===== config.mk =====
export PLATFORM = sky130hd
export DESIGN_NAME = load_cell_adc_reader_with_tare_core
export DESIGN_NICKNAME = d
export VERILOG_FILES = /design/src/design/lcar_pkg.sv /design/src/design/lcar_div.sv /design/src/design/lcar_ctrl.sv /design/src/design/lcar_dp.sv /design/src/design/load_cell_adc_reader_with_tare_core.sv
export SDC_FILE = /design/constraint.sdc
export NUM_CORES = 1
export LEC_CHECK = 0
export BUFFER_PORTS_ARGS = -buffer_cell sky130_fd_sc_hd__buf_2
export CORE_MARGIN = 3
export CORE_UTILIZATION = 60
export CTS_CLUSTER_SIZE = 40
export DETAILED_ROUTE_END_ITERATION = 10
export GPL_TIMING_DRIVEN = 0
export PLACE_DENSITY_LB_ADDON = 0.15
export SYNTH_ARGS = -nofsm -noshare
export SYNTH_HDL_FRONTEND = slang
export SYNTH_SLANG_ARGS = --single-unit

===== constraint.sdc =====
create_clock -name aclk -period 8.9 [get_ports aclk]
set_input_delay 0.89 -clock aclk [delete_from_list [all_inputs] [get_ports aclk]]
set_output_delay 0.89 -clock aclk [all_outputs]
set_load 0.1 [all_outputs]

===== src/design/lcar_pkg.sv =====
package lcar_pkg;

    localparam int SAMPLE_W   = 24;
    localparam int TARE_SUM_W = 32;
    localparam int TARE_REM_W = 8;
    localparam int PULSE_W    = 5;
    localparam int DIFF_W     = SAMPLE_W + 1;
    localparam int DIVIDEND_W = 34;
    localparam int DIVISOR_W  = 24;
    localparam int DIV_CNT_W  = $clog2(DIVIDEND_W);
    localparam int CFG_INDEX_W = 1;
    localparam int CFG_DATA_W  = 24;
    localparam int S_TDATA_W  = 8;
    localparam int M_TDATA_W  = 56;

    localparam logic [9:0] GRAMS_PER_KG = 10'd1000;

    localparam logic [CFG_INDEX_W-1:0] CFG_GAIN_SELECT = 1'b0;
    localparam logic [CFG_INDEX_W-1:0] CFG_SCALE       = 1'b1;

    localparam logic [1:0] GAIN_A128 = 2'd0;
    localparam logic [1:0] GAIN_A64  = 2'd1;
    localparam logic [1:0] GAIN_B32  = 2'd2;

    localparam logic [PULSE_W-1:0] PULSES_A128 = 5'd1;
    localparam logic [PULSE_W-1:0] PULSES_A64  = 5'd3;
    localparam logic [PULSE_W-1:0] PULSES_B32  = 5'd2;

    typedef enum logic [1:0] {
        PH_WAIT,
        PH_SHIFT,
        PH_GAIN
    } lcar_phase_t;

    typedef enum logic [2:0] {
        CS_IDLE,
        CS_MUL,
        CS_WSTART,
        CS_WWAIT,
        CS_TSTART,
        CS_TWAIT
    } lcar_state_t;

    typedef struct packed {
        logic accept;
        logic shift_en;
        logic shift_clear;
        logic sck_level;
        logic sample_done;
        logic mul_en;
        logic div_start;
        logic div_sel_tare;
        logic out_load_sample;
        logic offset_load;
    } lcar_cmd_t;

    typedef struct packed {
        logic div_done;
        logic tare_finish;
    } lcar_status_t;

endpackage


===== src/design/lcar_div.sv =====
module lcar_div
    import lcar_pkg::*;
(
    input  logic                  aclk,
    input  logic                  aresetn,
    input  logic                  start,
    input  logic [DIVIDEND_W-1:0] dividend,
    input  logic [DIVISOR_W-1:0]  divisor,
    output logic                  done,
    output logic [DIVIDEND_W-1:0] quotient
);

    localparam logic [DIV_CNT_W-1:0] LAST_STEP = DIV_CNT_W'(DIVIDEND_W - 1);

    logic                  busy_reg, busy_next;
    logic                  done_reg, done_next;
    logic [DIV_CNT_W-1:0]  cnt_reg, cnt_next;
    logic [DIVISOR_W-1:0]  rem_reg, rem_next;
    logic [DIVIDEND_W-1:0] quo_reg, quo_next;
    logic [DIVISOR_W-1:0]  div_reg, div_next;
    logic [DIVISOR_W:0]    rem_shift;
    logic [DIVISOR_W+1:0]  trial;
    logic                  fits;

    always_comb begin
        rem_shift = {rem_reg, quo_reg[DIVIDEND_W-1]};
        trial     = {1'b0, rem_shift} - {2'b00, div_reg};
        fits      = !trial[DIVISOR_W+1];
        busy_next = busy_reg;
        done_next = 1'b0;
        cnt_next  = cnt_reg;
        rem_next  = rem_reg;
        quo_next  = quo_reg;
        div_next  = div_reg;
        if (start) begin
            busy_next = 1'b1;
            cnt_next  = '0;
            rem_next  = '0;
            quo_next  = dividend;
            div_next  = divisor;
        end else if (busy_reg) begin
            rem_next = fits ? trial[DIVISOR_W-1:0] : rem_shift[DIVISOR_W-1:0];
            quo_next = {quo_reg[DIVIDEND_W-2:0], fits};
            if (cnt_reg == LAST_STEP) begin
                busy_next = 1'b0;
                done_next = 1'b1;
            end else begin
                cnt_next = cnt_reg + 1'b1;
            end
        end
    end

    always_ff @(posedge aclk) begin
        if (!aresetn) begin
            busy_reg <= 1'b0;
            done_reg <= 1'b0;
            cnt_reg  <= '0;
        end else begin
            busy_reg <= busy_next;
            done_reg <= done_next;
            cnt_reg  <= cnt_next;
        end
        rem_reg <= rem_next;
        quo_reg <= quo_next;
        div_reg <= div_next;
    end

    assign done     = done_reg;
    assign quotient = quo_reg;

endmodule


===== src/design/lcar_ctrl.sv =====
module lcar_ctrl
    import lcar_pkg::*;
(
    input  logic                   aclk,
    input  logic                   aresetn,
    input  logic                   cfg_wr_en,
    input  logic [CFG_INDEX_W-1:0] cfg_index,
    input  logic [CFG_DATA_W-1:0]  cfg_wr_data,
    input  logic                   s_tvalid,
    input  logic                   dout_level,
    input  logic                   m_tvalid,
    input  logic                   m_tready,
    output logic                   s_tready,
    output lcar_cmd_t              cmd,
    input  lcar_status_t           status
);

    lcar_state_t          state_reg, state_next;
    lcar_phase_t          phase_reg, phase_next;
    logic                 clk_level_reg, clk_level_next;
    logic [PULSE_W-1:0]   pulse_cnt_reg, pulse_cnt_next;
    logic [1:0]           gain_reg, gain_next;
    logic [PULSE_W-1:0]   pulse_inc;
    logic [PULSE_W-1:0]   extra_pulses;

    always_ff @(posedge aclk) begin
        if (!aresetn) begin
            state_reg     <= CS_IDLE;
            phase_reg     <= PH_WAIT;
            clk_level_reg <= 1'b0;
            pulse_cnt_reg <= '0;
            gain_reg      <= GAIN_A128;
        end else begin
            state_reg     <= state_next;
            phase_reg     <= phase_next;
            clk_level_reg <= clk_level_next;
            pulse_cnt_reg <= pulse_cnt_next;
            gain_reg      <= gain_next;
        end
    end

    always_comb begin
        gain_next = gain_reg;
        if (cfg_wr_en && cfg_index == CFG_GAIN_SELECT) begin
            gain_next = cfg_wr_data[1:0];
        end
        unique case (gain_reg)
            GAIN_A64: extra_pulses = PULSES_A64;
            GAIN_B32: extra_pulses = PULSES_B32;
            default:  extra_pulses = PULSES_A128;
        endcase
    end

    always_comb begin
        state_next     = state_reg;
        phase_next     = phase_reg;
        clk_level_next = clk_level_reg;
        pulse_cnt_next = pulse_cnt_reg;
        pulse_inc      = pulse_cnt_reg + 1'b1;
        cmd            = '0;
        s_tready       = (state_reg == CS_IDLE) && (!m_tvalid || m_tready);
        cmd.accept     = s_tvalid && s_tready;

        unique case (state_reg)
            CS_IDLE: begin
                if (cmd.accept) begin
                    unique case (phase_reg)
                        PH_SHIFT, PH_GAIN: begin
                            if (!clk_level_reg) begin
                                cmd.sck_level  = 1'b1;
                                clk_level_next = 1'b1;
                                cmd.shift_en   = (phase_reg == PH_SHIFT);
                            end else begin
                                clk_level_next = 1'b0;
                                pulse_cnt_next = pulse_inc;
                                if (phase_reg == PH_SHIFT) begin
                                    if (pulse_inc >= PULSE_W'(SAMPLE_W)) begin
                                        phase_next     = PH_GAIN;
                                        pulse_cnt_next = '0;
                                    end
                                end else if (pulse_inc >= extra_pulses) begin
                                    phase_next      = PH_WAIT;
                                    pulse_cnt_next  = '0;
                                    cmd.sample_done = 1'b1;
                                    state_next      = CS_MUL;
                                end
                            end
                        end
                        default: begin
                            phase_next     = PH_WAIT;
                            clk_level_next = 1'b0;
                            if (!dout_level) begin
                                phase_next      = PH_SHIFT;
                                pulse_cnt_next  = '0;
                                cmd.shift_clear = 1'b1;
                            end
                        end
                    endcase
                end
            end
            CS_MUL: begin
                cmd.mul_en = 1'b1;
                state_next = CS_WSTART;
            end
            CS_WSTART: begin
                cmd.div_start = 1'b1;
                state_next    = CS_WWAIT;
            end
            CS_WWAIT: begin
                if (status.div_done) begin
                    cmd.out_load_sample = 1'b1;
                    state_next = status.tare_finish ? CS_TSTART : CS_IDLE;
                end
            end
            CS_TSTART: begin
                cmd.div_start    = 1'b1;
                cmd.div_sel_tare = 1'b1;
                state_next       = CS_TWAIT;
            end
            CS_TWAIT: begin
                cmd.div_sel_tare = 1'b1;
                if (status.div_done) begin
                    cmd.offset_load = 1'b1;
                    state_next      = CS_IDLE;
                end
            end
            default: begin
                state_next = CS_IDLE;
            end
        endcase
    end

endmodule


===== src/design/lcar_dp.sv =====
module lcar_dp
    import lcar_pkg::*;
#(
    parameter int unsigned TARE_COUNT = 10
) (
    input  logic                   aclk,
    input  logic                   aresetn,
    input  logic                   cfg_wr_en,
    input  logic [CFG_INDEX_W-1:0] cfg_index,
    input  logic [CFG_DATA_W-1:0]  cfg_wr_data,
    input  logic                   dout_level,
    input  logic                   tare_cmd,
    input  lcar_cmd_t              cmd,
    output lcar_status_t           status,
    input  logic                   m_tready,
    output logic                   m_tvalid,
    output logic [M_TDATA_W-1:0]   m_tdata
);

    localparam logic [TARE_REM_W-1:0] TARE_LOAD = TARE_REM_W'(TARE_COUNT);

    logic [SAMPLE_W-1:0]   scale_reg, scale_next;
    logic [SAMPLE_W-1:0]   shift_reg, shift_next;
    logic [SAMPLE_W-1:0]   offset_reg, offset_next;
    logic [TARE_SUM_W-1:0] tare_sum_reg, tare_sum_next;
    logic [TARE_REM_W-1:0] tare_rem_reg, tare_rem_next;
    logic                  tare_finish_reg, tare_finish_next;
    logic                  busy_hold_reg, busy_hold_next;
    logic [SAMPLE_W-1:0]   raw_reg, raw_next;
    logic [DIFF_W-1:0]     diff_reg, diff_next;
    logic [DIVIDEND_W-1:0] prod_reg, prod_next;

    logic                  out_valid_reg, out_valid_next;
    logic                  out_sck_reg, out_sck_next;
    logic                  out_sample_reg, out_sample_next;
    logic [SAMPLE_W-1:0]   out_raw_reg, out_raw_next;
    logic [SAMPLE_W-1:0]   out_weight_reg, out_weight_next;
    logic                  out_sat_reg, out_sat_next;
    logic                  out_busy_reg, out_busy_next;

    logic [TARE_SUM_W-1:0] sum_base;
    logic [TARE_REM_W-1:0] rem_base;
    logic [TARE_REM_W-1:0] rem_after;
    logic [TARE_SUM_W-1:0] sum_mag;
    logic [DIVIDEND_W-1:0] div_dividend;
    logic [DIVISOR_W-1:0]  div_divisor;
    logic                  div_done;
    logic [DIVIDEND_W-1:0] div_quotient;
    logic [SAMPLE_W-1:0]   quo_low;

    lcar_div u_div (
        .aclk     (aclk),
        .aresetn  (aresetn),
        .start    (cmd.div_start),
        .dividend (div_dividend),
        .divisor  (div_divisor),
        .done     (div_done),
        .quotient (div_quotient)
    );

    always_comb begin
        sum_mag = tare_sum_reg[TARE_SUM_W-1] ? (TARE_SUM_W'(0) - tare_sum_reg) : tare_sum_reg;
        if (cmd.div_sel_tare) begin
            div_dividend = DIVIDEND_W'(sum_mag);
            div_divisor  = DIVISOR_W'(TARE_COUNT);
        end else begin
            div_dividend = prod_reg;
            div_divisor  = (scale_reg == '0) ? DIVISOR_W'(1) : scale_reg;
        end
        quo_low = div_quotient[SAMPLE_W-1:0];
    end

    always_comb begin
        scale_next       = scale_reg;
        shift_next       = shift_reg;
        offset_next      = offset_reg;
        tare_sum_next    = tare_sum_reg;
        tare_rem_next    = tare_rem_reg;
        tare_finish_next = tare_finish_reg;
        busy_hold_next   = busy_hold_reg;
        raw_next         = raw_reg;
        diff_next        = diff_reg;
        prod_next        = prod_reg;
        out_valid_next   = out_valid_reg && !m_tready;
        out_sck_next     = out_sck_reg;
        out_sample_next  = out_sample_reg;
        out_raw_next     = out_raw_reg;
        out_weight_next  = out_weight_reg;
        out_sat_next     = out_sat_reg;
        out_busy_next    = out_busy_reg;

        sum_base  = tare_cmd ? '0 : tare_sum_reg;
        rem_base  = tare_cmd ? TARE_LOAD : tare_rem_reg;
        rem_after = (rem_base != '0) ? rem_base - 1'b1 : '0;

        if (cfg_wr_en && cfg_index == CFG_SCALE) begin
            scale_next = cfg_wr_data[SAMPLE_W-1:0];
        end

        if (cmd.shift_clear) begin
            shift_next = '0;
        end else if (cmd.shift_en) begin
            shift_next = {shift_reg[SAMPLE_W-2:0], dout_level};
        end

        if (cmd.accept) begin
            tare_sum_next = sum_base;
            tare_rem_next = rem_base;
            if (cmd.sample_done) begin
                raw_next  = shift_reg;
                diff_next = $signed({shift_reg[SAMPLE_W-1], shift_reg})
                          - $signed({offset_reg[SAMPLE_W-1], offset_reg});
                if (rem_base != '0) begin
                    tare_sum_next = sum_base
                                  + {{(TARE_SUM_W-SAMPLE_W){shift_reg[SAMPLE_W-1]}}, shift_reg};
                    tare_rem_next = rem_after;
                end
                tare_finish_next = (rem_base == TARE_REM_W'(1));
                busy_hold_next   = (rem_after != '0);
            end else begin
                out_valid_next  = 1'b1;
                out_sck_next    = cmd.sck_level;
                out_sample_next = 1'b0;
                out_raw_next    = '0;
                out_weight_next = '0;
                out_sat_next    = 1'b0;
                out_busy_next   = (rem_base != '0);
            end
        end

        if (cmd.mul_en) begin
            if (!diff_reg[DIFF_W-1] && diff_reg != '0) begin
                prod_next = DIVIDEND_W'(diff_reg[SAMPLE_W-1:0]) * DIVIDEND_W'(GRAMS_PER_KG);
            end else begin
                prod_next = '0;
            end
        end

        if (cmd.out_load_sample) begin
            out_valid_next  = 1'b1;
            out_sck_next    = 1'b0;
            out_sample_next = 1'b1;
            out_raw_next    = raw_reg;
            out_sat_next    = |div_quotient[DIVIDEND_W-1:SAMPLE_W];
            out_weight_next = out_sat_next ? '1 : quo_low;
            out_busy_next   = busy_hold_reg;
        end

        if (cmd.offset_load) begin
            offset_next = tare_sum_reg[TARE_SUM_W-1] ? (SAMPLE_W'(0) - quo_low) : quo_low;
        end
    end

    always_ff @(posedge aclk) begin
        if (!aresetn) begin
            scale_reg       <= SAMPLE_W'(1);
            shift_reg       <= '0;
            offset_reg      <= '0;
            tare_sum_reg    <= '0;
            tare_rem_reg    <= '0;
            tare_finish_reg <= 1'b0;
            busy_hold_reg   <= 1'b0;
            out_valid_reg   <= 1'b0;
        end else begin
            scale_reg       <= scale_next;
            shift_reg       <= shift_next;
            offset_reg      <= offset_next;
            tare_sum_reg    <= tare_sum_next;
            tare_rem_reg    <= tare_rem_next;
            tare_finish_reg <= tare_finish_next;
            busy_hold_reg   <= busy_hold_next;
            out_valid_reg   <= out_valid_next;
        end
        raw_reg        <= raw_next;
        diff_reg       <= diff_next;
        prod_reg       <= prod_next;
        out_sck_reg    <= out_sck_next;
        out_sample_reg <= out_sample_next;
        out_raw_reg    <= out_raw_next;
        out_weight_reg <= out_weight_next;
        out_sat_reg    <= out_sat_next;
        out_busy_reg   <= out_busy_next;
    end

    assign status.div_done    = div_done;
    assign status.tare_finish = tare_finish_reg;

    assign m_tvalid = out_valid_reg;
    assign m_tdata  = {4'b0000, out_busy_reg, out_sat_reg, out_weight_reg, out_raw_reg,
                       out_sample_reg, out_sck_reg};

endmodule


===== src/design/load_cell_adc_reader_with_tare_core.sv =====
// A tick that completes no sample gives its result in the cycle after the transfer in,
// and the next tick may follow in the following cycle if m_tready is high then.
// A tick that completes a sample waits for the 34-step shared divider that forms the
// weight; a tick that also ends tare averaging then waits for the divide of the tare
// sum as well. No input is taken until that work is done.
// Reset (aresetn low, synchronous) returns the serial interface to waiting, clears tare
// state and offset, and sets gain 128 and a scale of one count per kilogram.
module load_cell_adc_reader_with_tare_core
    import lcar_pkg::*;
#(
    parameter int unsigned TARE_COUNT = 10
) (
    input  logic                   aclk,
    input  logic                   aresetn,
    input  logic                   cfg_wr_en,
    input  logic [CFG_INDEX_W-1:0] cfg_index,
    input  logic [CFG_DATA_W-1:0]  cfg_wr_data,
    input  logic                   s_tvalid,
    output logic                   s_tready,
    input  logic [S_TDATA_W-1:0]   s_tdata,   // dout_level
    input  logic                   s_tuser,   // command
    output logic                   m_tvalid,
    input  logic                   m_tready,
    // sck_level, sample_valid, raw_sample, weight_grams, weight_saturated, tare_busy
    output logic [M_TDATA_W-1:0]   m_tdata
);

    lcar_cmd_t    cmd;
    lcar_status_t status;

    lcar_ctrl u_ctrl (
        .aclk        (aclk),
        .aresetn     (aresetn),
        .cfg_wr_en   (cfg_wr_en),
        .cfg_index   (cfg_index),
        .cfg_wr_data (cfg_wr_data),
        .s_tvalid    (s_tvalid),
        .dout_level  (s_tdata[0]),
        .m_tvalid    (m_tvalid),
        .m_tready    (m_tready),
        .s_tready    (s_tready),
        .cmd         (cmd),
        .status      (status)
    );

    lcar_dp #(
        .TARE_COUNT (TARE_COUNT)
    ) u_dp (
        .aclk        (aclk),
        .aresetn     (aresetn),
        .cfg_wr_en   (cfg_wr_en),
        .cfg_index   (cfg_index),
        .cfg_wr_data (cfg_wr_data),
        .dout_level  (s_tdata[0]),
        .tare_cmd    (s_tuser),
        .cmd         (cmd),
        .status      (status),
        .m_tready    (m_tready),
        .m_tvalid    (m_tvalid),
        .m_tdata     (m_tdata)
    );

    a_blocked_output_stalls_input: assert property (@(posedge aclk) disable iff (!aresetn)
        (m_tvalid && !m_tready) |-> !s_tready)
        else $error("Input taken while a result is stalled.");

    a_sample_finds_free_slot: assert property (@(posedge aclk) disable iff (!aresetn)
        cmd.out_load_sample |-> !m_tvalid)
        else $error("Sample result would overwrite a pending result.");

    a_sample_holds_input: assert property (@(posedge aclk) disable iff (!aresetn)
        (cmd.accept && cmd.sample_done) |=> !s_tready)
        else $error("Input taken while the weight is being computed.");

    a_offset_after_divide: assert property (@(posedge aclk) disable iff (!aresetn)
        cmd.offset_load |-> (status.div_done && cmd.div_sel_tare))
        else $error("Offset loaded without a finished tare divide.");

endmodule

After elaboration in Yosys (flattened, before gate mapping)

Index checks and enable logic that the tools add are counted.

Output and inout port bits: 58
Register bits after elaboration: 353
Word-level logic and storage cells: 175
Input bits: 39

Equality and inequality tests: 23
Reduce and logical (&&, ||, !) cells: 34
Bitwise operators: 5
Add/subtract/negate cells: 8
Magnitude comparators: 2
Multiply operators: 1
Mux-type cells: 72

Operators with widths:

| kind                                               | number |
|---|---|
| two-way mux 24 bit                                 | 7 |
| two-way mux 32 bit                                 | 4 |
| two-way mux 34 bit                                 | 3 |
| adder 32 bit                                       | 1 |
| two-way mux 8 bit                                  | 4 |
| subtractor 1 x 32 -> 32 bit, first input constant  | 1 |
| multiplier 24 x 7 -> 31 bit, second input constant | 1 |
| two-way mux 5 bit                                  | 6 |
| two-way mux 1 bit                                  | 29 |
| subtractor 25 x 24 -> 26 bit                       | 1 |
| nonzero test 25 bit                                | 1 |
| subtractor 24 x 24 -> 25 bit                       | 1 |
| logical NOT 24 bit                                 | 1 |
| two-way mux 3 bit                                  | 8 |
| subtractor 1 x 24 -> 24 bit, first input constant  | 1 |
| one-hot mux 3 bit (6 select lines)                 | 1 |
| nonzero test 8 bit                                 | 2 |
| two-way mux 2 bit                                  | 6 |
| two-way mux 4 bit                                  | 3 |
| OR reduction 2 bit                                 | 6 |
| != test 2 x 1 -> 1 bit, second input constant      | 5 |
| != test 2 bit, second input constant               | 5 |
| AND reduction 2 bit                                | 5 |
| OR reduction 10 bit                                | 1 |
| other kinds (25)                                   | 42 |

Longest topological paths before layout

Gate-level depths: netlist (run 1).

Depth after elaboration: 12
Mapped depth: 20
Mapped depth without buffers: 20

By module

Synthesis (run 1) repeated with hierarchy kept, for this count alone.

Cells, all modules: 2,459
Area, all modules: 23,742.8 um^2

Modules (own cells, without submodules):

| module    | cells each | times used | seq. area each (um^2) | area an instance (um^2) |
|---|---|---|---|---|
| lcar_dp   | 1,877      | 1          | 6,246.0               | 17,862.1 |
| lcar_div  | 467        | 1          | 2,382.3               | 4,943.5 |
| lcar_ctrl | 115        | 1          | 260.2                 | 937.1 |

Worst setup path after synthesis (run 1)

OpenSTA, ideal clock, no wires.

Kind: in2reg
Start point: in m_tready
End point: reg u_dp.tare_rem_reg[3]
Setup time: 0.116 ns
Path slack: 2.583 ns
Cell stages on the path: 8
Data required time: 8.784 ns
Data arrival time: 6.202 ns
Buffers on the path: 1
Cells stage by stage: nor2b_1 nor4_1 and2_1 buf_2 nand4_1 inv_1 o21ai_0 and3_1

Longest elaborated chain between the ends: 6

RTL lines:

| element                | line                                      | source |
|---|---|---|
| start: declaration     | load_cell_adc_reader_with_tare_core.sv:23 | `input logic m_tready,` |
| logical OR 1 bit (*)   | lcar_ctrl.sv:61                           | `s_tready = (state_reg == CS_IDLE) && (!m_tvalid \|\| m_tready);` |
| logical AND 1 bit (*)  | lcar_ctrl.sv:61                           |  |
| named net s_tready     | load_cell_adc_reader_with_tare_core.sv:19 | `output logic s_tready,` |
| logical AND 1 bit (*)  | lcar_ctrl.sv:62                           | `cmd.accept = s_tvalid && s_tready;` |
| two-way mux 4 bit      | lcar_ctrl.sv:66                           | `if (cmd.accept) begin` |
| two-way mux 4 bit      | lcar_ctrl.sv:64                           | `unique case (state_reg)` |
| two-way mux 8 bit      | lcar_dp.sv:109                            | `if (cmd.sample_done) begin` |
| end signal: assignment | lcar_dp.sv:169                            | `tare_rem_reg <= tare_rem_next;` |
| end: declaration       | lcar_dp.sv:26                             | `logic [TARE_REM_W-1:0] tare_rem_reg, tare_rem_next;` |

Mark *: on every way through the listed nets, which the timed path passes. The rest lies on a longest branch.
A chain may end at the register's enable or synchronous reset.

Worst setup path in the final report (run 1)

Start point: reg u_dp.diff_reg[5]
End point: reg u_dp.prod_reg[33], data pin

Longest elaborated chain between the ends: 2
Elaborated cells between the ends (all ways): 3
Those cells by class: mul: 1; reduce/logical: 2

RTL lines:

| element                                                                             | line           | source |
|---|---|---|
| start: declaration                                                                  | lcar_dp.sv:30  | `logic [DIFF_W-1:0] diff_reg, diff_next;` |
| start signal: assignment                                                            | lcar_dp.sv:175 | `diff_reg <= diff_next;` |
| parallel branches: the longest is 2 deep, another holds multiplier 24 x 7 -> 31 bit | n/a            |  |
| end signal: assignment                                                              | lcar_dp.sv:176 | `prod_reg <= prod_next;` |
| end: declaration                                                                    | lcar_dp.sv:31  | `logic [DIVIDEND_W-1:0] prod_reg, prod_next;` |

Parallel ways; which one is timed is not known.

==> run_results.csv, run 1 <==
group,metric,value,unit
yosys,yosys.area_share.adder,0.174,
yosys,synth_warn,0,
floorplan,ios,97,
route,routed_via_density,5.85,
final_layout,layout_area_overhead,10.6,%
floorplan,core_area,37000,um^2
cts,cts_tree,"yes",
cts,postCtsSetupBuffers,0,
floorplan,core.rowCount,70,
timing,worst_pin_slew,1.02,ns
cts,post_cts_resized,0,
timing,grt_setup_unrepaired,"false",
pwr,power.net_switching,1290,uW
global_route,initial_antenna_violation_count,1,
floorplan,die_h,201,um
timing,clock_skew,0.0259,ns
yosys,synth.ff_latch_count,350,
timing,timing.max_slew.rel_slack,0.320,
global_route,grt_overflow,0,
timing,setup_violations,0,
yosys,mappedNetlistArea,22800,um^2
global_route,number_of_global_route_vias_before_repair,17100,
setup_path,worst_path_most_repeated_cell,"sky130_fd_sc_hd__fa_1",
setup_path,slowest_cell_on_the_critical_path,"sky130_fd_sc_hd__o41ai_1",
setup_path,critical_path.max_stage_delay,0.74,ns
cts,cts_inserted_buffers,38,
pwr,power_density,174,nW/um^2
pwr,intPower,3090,uW
route,drt-wirelength-per-cell,19.1,um
placed_design,finalWeightedCongestion,0.985,
timing,fin_hold_ws,0.457,ns
yosys,post_synth_and_or_nand_nor_area_fraction,0.158,
pwr,power.share.combinational,0.214,
setup_path,timing.critical_path.to_type,"flop",
setup_path,required,9.15,ns
hold_path,min_path_cells,2,
setup_path,setup_crit_start_kind,"flop",
route,wire_length_after_detailed_routing,58.4,mm
setup_path,critical_path_peak_fanout,5,
pwr,clkPwrFrac,0.366,
setup_path,reg2reg_depth,16,
setup_path,worstReg2RegEnd,"u_dp.prod_reg[33]",
yosys,primary_flip_flop_cell_chosen_by_synthesis_mapping,"sky130_fd_sc_hd__edfxtp_1",
cts,worst_setup_hold_path_clk_slew,0.06,ns
hold_path,whs_endpoint,"u_dp.out_sample_reg",
global_route,total_routing_usage_gr,0.284,
setup_path,setup.worst_path.class,"reg2reg",
route,drt_iter0_markers,1713,
hold_path,hold_path.class,"reg2reg",
yosys,synth_compound_area_frac,0.162,
yosys,netlist_instances,2391,
timing,finalCritPeriodShare,0.667,
timing,timing.setup.tns,0,ns
floorplan,fp.dieArea,40400,um^2
yosys,combinational_family_with_the_most_area_after_synthesis,"adder cells",
flow_run,timing.max_cap.violations,0,
setup_path,r2r-start,"u_dp.diff_reg[5]",
setup_path,arrival,6.19,ns
cts,root_buffer,"sky130_fd_sc_hd__clkbuf_16",
final_layout,max_ffs_per_register,34,
timing,max_freq,168,MHz
timing,timing.final.max_slew_violations,0,
yosys,synth.distinct_cells,76,
yosys,synth_edf_count,188,
cts,postCtsHoldBufs,0,
yosys,post_synth_xor_area_fraction,0.0565,
pwr,vdd.ir_drop.worst,0.164,mV
placed_design,count_of_input_and_output_buffers,85,
route,antenna_violating_nets_post_route,0,
setup_path,critical_path_buf_inv_count,2,
setup_path,r2r_slack,2.96,ns
pwr,share_seq_of_total_power,0.419,
global_route,grt_pass1_wl,91.9,mm
pwr,leakage,0.0110,uW
final_layout,final_layout_size_suffix_gt1_frac,0.0744,
placed_design,dp.final_hpwl,45.0,mm
timing,layout_min_cycle_time,5.94,ns
status,outcome,"completed",
final_layout,antenna_cells,0,
cts,htree_levels,2,
global_route,maximum_number_of_pins_on_one_net_before_global_route_repair,45,
cts,numClockSinks,350,
pwr,report.power.total,4380,uW
cts,cts.path.max_buffers,3,
yosys,synth_area_per_cell,9.53,um^2
yosys,synth_async_sr_flop_share,0,
setup_path,critical_path.cell_chain,"inv_1 -> fa_1 -> fa_1 -> fa_1 -> fa_1 -> inv_1 -> ha_1 -> a21o_1 -> a21oi_1 -> o21ai_1 -> a21o_1 -> a21o_1 -> o41ai_1 -> o41ai_1 -> xnor2_1 -> nor2_1",
route,dr.pass1.iters,6,
floorplan,initial_utilization,0.615,
cts,clk-insertion-delay-late,0.54,ns
hold_path,min_from,"u_dp.out_sample_reg",
setup_path,critical_path_cell_count,16,
route,detailroute.via_count,17900,
yosys,synth.area.mux_share,0.00763,
floorplan,chipWidth,201,um
timing,finalHoldViolCount,0,
pwr,power.switching_fraction,0.294,
yosys,portion_of_the_post_synthesis_area_used_by_sequential_elements,0.390,
setup_path,critical-path-top-delay-family,"adder cells",
route,drt_drc_violations_left,0,
final_layout,finalNetCount,2825,
## routing by layer
metal  share of wire  wire length [um]  vias up  track usage
li1                -                 -     8542            -
met1            0.44             25900     8587        0.414
met2            0.45             26300      668        0.448
met3           0.085              4970       98       0.0490
met4           0.020              1190        2       0.0602
met5         0.00022                13        -            0
## how the worst max path moves through the flow
stage | from | endpoint
after floorplan | m_tready | u_dp.tare_rem_reg[3]
after detailed placement | u_dp.diff_reg[5] | u_dp.prod_reg[33]
after global routing | u_dp.diff_reg[5] | u_dp.prod_reg[33]
final | u_dp.diff_reg[5] | u_dp.prod_reg[33]
after CTS | u_dp.diff_reg[5] | u_dp.prod_reg[33]
after global placement | u_dp.diff_reg[5] | u_dp.prod_reg[33]
## power groups by stage
stage / Sequential, uW / Clock, uW / Combinational [uW]
final: 1840 / 1600 / 940
after global routing: 1850 / 1690 / 1040
after CTS: 1840 / 1620 / 935
after detailed placement: 1870 / 0 / 922
after global placement: 1870 / 0 / 898
after floorplan: 1950 / 0 / 654
## synthesized netlist by cell type (9+ instances only)
| library cell | count | area [um^2] |
|---|---|---|
| sky130_fd_sc_hd__a211oi_1 | 29 | 218 |
| sky130_fd_sc_hd__a21boi_0 | 33 | 248 |
| sky130_fd_sc_hd__a21o_1 | 75 | 563 |
| sky130_fd_sc_hd__a21oi_1 | 153 | 766 |
| sky130_fd_sc_hd__a22oi_1 | 20 | 150 |
| sky130_fd_sc_hd__a31oi_1 | 11 | 68.8 |
| sky130_fd_sc_hd__and2_1 | 55 | 344 |
| sky130_fd_sc_hd__and3_1 | 10 | 62.6 |
| sky130_fd_sc_hd__clkbuf_1 | 80 | 300 |
| sky130_fd_sc_hd__dfxtp_1 | 162 | 3240 |
| sky130_fd_sc_hd__edfxtp_1 | 188 | 5650 |
| sky130_fd_sc_hd__fa_1 | 89 | 1780 |
| sky130_fd_sc_hd__ha_1 | 174 | 2180 |
| sky130_fd_sc_hd__inv_1 | 210 | 788 |
| sky130_fd_sc_hd__mux2i_1 | 14 | 140 |
| sky130_fd_sc_hd__nand2_1 | 267 | 1000 |
| sky130_fd_sc_hd__nand2b_1 | 24 | 150 |
| sky130_fd_sc_hd__nand3_1 | 18 | 90.1 |
| sky130_fd_sc_hd__nand4_1 | 14 | 87.6 |
| sky130_fd_sc_hd__nor2_1 | 169 | 634 |
| sky130_fd_sc_hd__nor2b_1 | 73 | 457 |
| sky130_fd_sc_hd__nor3_1 | 27 | 135 |
| sky130_fd_sc_hd__nor3b_1 | 11 | 82.6 |
| sky130_fd_sc_hd__nor4_1 | 13 | 81.3 |
| sky130_fd_sc_hd__o211a_1 | 23 | 230 |
| sky130_fd_sc_hd__o21a_1 | 20 | 150 |
| sky130_fd_sc_hd__o21ai_0 | 93 | 465 |
| sky130_fd_sc_hd__o21ai_1 | 29 | 145 |
| sky130_fd_sc_hd__o21bai_1 | 10 | 75.1 |
| sky130_fd_sc_hd__o31ai_1 | 21 | 158 |
| sky130_fd_sc_hd__o41ai_1 | 9 | 78.8 |
| sky130_fd_sc_hd__or3_1 | 18 | 113 |
| sky130_fd_sc_hd__xnor2_1 | 59 | 517 |
| sky130_fd_sc_hd__xor2_1 | 88 | 771 |
## cell usage in the layout (no fill, tap or decap), types with 21 or more instances in the layout
cell                          n
sky130_fd_sc_hd__ha_1       174
sky130_fd_sc_hd__fa_1        89
sky130_fd_sc_hd__dfxtp_1    162
sky130_fd_sc_hd__and2_1      55
sky130_fd_sc_hd__nor3_1      27
sky130_fd_sc_hd__xor2_1      88
sky130_fd_sc_hd__nor2_1     169
sky130_fd_sc_hd__o21ai_0     93
sky130_fd_sc_hd__clkbuf_1    90
sky130_fd_sc_hd__o211a_1     23
sky130_fd_sc_hd__inv_1      209
sky130_fd_sc_hd__nand2b_1    23
sky130_fd_sc_hd__xnor2_1     59
sky130_fd_sc_hd__o21ai_1     29
sky130_fd_sc_hd__clkbuf_16   42
sky130_fd_sc_hd__o31ai_1     21
sky130_fd_sc_hd__nor2b_1     73
sky130_fd_sc_hd__a21oi_1    153
sky130_fd_sc_hd__buf_2       91
sky130_fd_sc_hd__a211oi_1    29
sky130_fd_sc_hd__a21boi_0    33
sky130_fd_sc_hd__a21o_1      75
sky130_fd_sc_hd__edfxtp_1   188
sky130_fd_sc_hd__nand2_1    266
## final cells by class
class	instances	area (um^2)
buffer	97	407
clock buffer	59	1170
clock inverter	11	109
fill	2893	11800
inverter	210	788
multi-input combinational	1737	12700
sequential	350	8890
tap	504	631
timing repair buffer	89	488
## stage by stage
stage	utilization	instance area (um^2)	cells	worst slack (ns)
after floorplan	-	22800	2394	2.58
after global placement	0.644	23900	2983	3.10
after detailed placement	0.646	23900	2987	3.05
after CTS	0.681	25200	3057	3.06
after global routing	0.681	25200	3057	2.79
final	0.681	25200	3057	2.96
## logic make-up (layout without fill, tap and decap cells)
kind of cell / after synthesis / count (layout)
compound gates: 566 / 566
flops: 350 / 350
simple gates: 740 / 740
xor+xnor: 147 / 147
mux: 17 / 17
other cells: 1 / 4
fa+ha+maj: 263 / 263
buf+inv: 307 / 466
## tightest hold or removal path, cell delays in order, from the launching register on
cell and delay [ns]:
sky130_fd_sc_hd__dfxtp_1 0.31, sky130_fd_sc_hd__nand2_1 0.05, sky130_fd_sc_hd__nand2_1 0.05
Note: power is estimated with default switching activity, not from simulation.
==> inputs of run 2 (changes only) <==
==> constraint.sdc (replaced) <==
create_clock -name aclk -period 5.8 [get_ports aclk]
set_input_delay 0.58 -clock aclk [delete_from_list [all_inputs] [get_ports aclk]]
set_output_delay 0.58 -clock aclk [all_outputs]
set_load 0.1 [all_outputs]
==> run 2 against run 1 <==
Via count shrank 0.61%. Setup slack got worse by 2.8 ns. Maximum frequency is 6.1% higher. Final area increased by 0.17%. Largest cell class unchanged. Largest power group unchanged.
==> run_results.csv, run 2 (same netlist as run 1, synthesis figures left out) <==
group,metric,value,unit
status,outcome,"completed",
route,dr.pass1.iters,6,
pwr,leakage,0.0110,uW
floorplan,die_h,201,um
route,wire_length_after_detailed_routing,58.1,mm
final_layout,layout_area_overhead,10.8,%
timing,finalCritPeriodShare,0.965,
final_layout,max_ffs_per_register,34,
setup_path,critical-path-top-delay-family,"adder cells",
setup_path,slowest_cell_on_the_critical_path,"sky130_fd_sc_hd__fa_1",
floorplan,fp.dieArea,40400,um^2
setup_path,critical_path_cell_count,16,
final_layout,antenna_cells,0,
setup_path,reg2reg_depth,16,
setup_path,setup_crit_start_kind,"flop",
final_layout,mostFrequentLayoutCells,"sky130_fd_sc_hd__nand2_1 (266), sky130_fd_sc_hd__inv_1 (206), sky130_fd_sc_hd__edfxtp_1 (188)",
cts,clk-insertion-delay-late,0.55,ns
setup_path,worstReg2RegEnd,"u_dp.prod_reg[32]",
timing,worst_pin_slew,0.975,ns
floorplan,core.rowCount,70,
flow_run,timing.max_cap.violations,0,
timing,timing.max_slew.rel_slack,0.347,
placed_design,finalWeightedCongestion,0.958,
setup_path,arrival,5.86,ns
setup_path,critical_path_peak_fanout,5,
setup_path,critical_path.cell_chain,"clkinvlp_4 -> fa_1 -> fa_1 -> fa_1 -> fa_1 -> inv_1 -> ha_1 -> o2111ai_1 -> o21ai_0 -> nand2_1 -> o211ai_1 -> a41oi_1 -> nand3b_1 -> o31ai_1 -> xnor2_1 -> nor2_1",
placed_design,count_of_input_and_output_buffers,85,
route,drt-wirelength-per-cell,19.0,um
placed_design,dpl-instance-area,23900,um^2
global_route,grt_overflow,0,
route,drt_iter0_markers,1426,
setup_path,r2r-start,"u_dp.diff_reg[6]",
cts,cts_tree,"yes",
floorplan,ios,97,
final_layout,post_route_cell_area,25300,um^2
setup_path,startpoint,"u_dp.diff_reg[6]",
hold_path,hold_path.class,"in2reg",
floorplan,initial_utilization,0.615,
timing,setup_violations,0,
final_layout,final_common_cell,"sky130_fd_sc_hd__nand2_1",
timing,timing.final.max_slew_violations,0,
timing,max_freq,179,MHz
route,routed_via_density,5.81,
timing,clock_skew,0.0254,ns
cts,htree_levels,2,
route,drt_drc_violations_left,0,
route,detailroute.via_count,17800,
cts,root_buffer,"sky130_fd_sc_hd__clkbuf_16",
global_route,total_routing_usage_gr,0.284,
setup_path,critical_path.max_stage_delay,0.56,ns
setup_path,critical_path_buf_inv_count,2,
global_route,grt_pass1_wl,92.3,mm
pwr,power_density,265,nW/um^2
global_route,maximum_number_of_pins_on_one_net_before_global_route_repair,45,
global_route,initial_antenna_violation_count,1,
timing,layout_min_cycle_time,5.60,ns
timing,finalHoldViolCount,0,
timing,timing.setup.tns,0,ns
final_layout,finalNetCount,2829,
setup_path,timing.critical_path.to,"u_dp.prod_reg[32]",
global_route,number_of_global_route_vias_before_repair,17000,
cts,cts_inserted_buffers,38,
setup_path,r2r_slack,0.20,ns
timing,fin_hold_ws,0.279,ns
setup_path,timing.critical_path.to_type,"flop",
placed_design,dp.final_hpwl,45.0,mm
cts,numClockSinks,350,
cts,worst_setup_hold_path_clk_slew,0.06,ns
final_layout,final_layout_size_suffix_gt1_frac,0.0806,
floorplan,chipWidth,201,um
setup_path,worst_path_most_repeated_cell,"sky130_fd_sc_hd__fa_1",
setup_path,setup.worst_path.class,"reg2reg",
route,antenna_violating_nets_post_route,0,
cts,cts.path.max_buffers,3,
hold_path,min_path_cells,3,
cts,postCtsHoldBufs,0,
pwr,vdd.ir_drop.worst,0.221,mV
floorplan,core_area,37000,um^2
setup_path,required,6.06,ns
==> run 2: cell count changes in the layout (fill, tap and decap cells not counted), sizes merged <==
cell      before  now
clkbuf       140  130
clkinvlp       1    8
buf          105  109
clkinv         7   11
inv          211  209
==> run 2: routing by layer <==
layer  GRT usage  share of wire
met1       0.421           0.46
met2       0.449           0.45
met3      0.0308          0.062
met4      0.0740          0.024
met5           0              0
==> run 2: worst min path at each step <==
stage	startpoint	end
6_report	cfg_wr_data[10]	u_dp.scale_reg[10]
5_1_grt	cfg_wr_data[13]	u_dp.scale_reg[13]
4_1_cts	cfg_wr_data[10]	u_dp.scale_reg[10]
3_5_place_dp	u_dp.out_sample_reg	u_dp.out_sample_reg
3_3_place_gp	u_dp.out_sample_reg	u_dp.out_sample_reg
2_1_floorplan	u_dp.out_sample_reg	u_dp.out_sample_reg
==> run 2: report_power, final <==
part	internal [uW]	total (uW)	switching (uW)	leakage, uW
clock network	1410	2430	1020	0.000604
registers	2730	2820	97.0	0.00311
logic	538	1430	892	0.00733
total	4680	6690	2010	0.0110
==> run 2: final cells by class <==
type,count,area (um^2)
fillers,2919,11800
repair buffers,93,518
clock buffers,49,1080
plain buffers,97,407
multi-input cells,1737,12800
flip-flops and latches,350,8890
well taps,504,631
clock inverters,20,169
inverters,210,796
==> run 2: worst reg2reg max path: stages, from the launching register on <==
cell and delay (ns):
sky130_fd_sc_hd__edfxtp_1 0.44, sky130_fd_sc_hd__clkinvlp_4 0.25, sky130_fd_sc_hd__fa_1 0.57, sky130_fd_sc_hd__fa_1 0.45
sky130_fd_sc_hd__fa_1 0.49, sky130_fd_sc_hd__fa_1 0.52, sky130_fd_sc_hd__inv_1 0.05, sky130_fd_sc_hd__ha_1 0.33
sky130_fd_sc_hd__o2111ai_1 0.20, sky130_fd_sc_hd__o21ai_0 0.28, sky130_fd_sc_hd__nand2_1 0.18, sky130_fd_sc_hd__o211ai_1 0.35
sky130_fd_sc_hd__a41oi_1 0.23, sky130_fd_sc_hd__nand3b_1 0.28, sky130_fd_sc_hd__o31ai_1 0.28, sky130_fd_sc_hd__xnor2_1 0.25
sky130_fd_sc_hd__nor2_1 0.18
==> run 2: metrics by stage <==
| step | setup slack [ns] | utilization | power, uW | instances |
|---|---|---|---|---|
| 2_1_floorplan | 0.800 | - | 3990 | 2394 |
| 3_3_place_gp | 0.0229 | 0.644 | 4240 | 2983 |
| 3_5_place_dp | -0.0266 | 0.646 | 4280 | 2987 |
| 4_1_cts | 0.217 | 0.680 | 6700 | 3056 |
| 5_1_grt | -0.0357 | 0.682 | 6980 | 3060 |
| 6_report | 0.201 | 0.682 | 6690 | 3060 |
==> run 2: repair_timing <==
item                       CTS  global route
pin swaps                    0             2
buffers inserted             0             4
setup endpoints to repair    1             3
gates resized for setup      1             5
cloned                       0             0
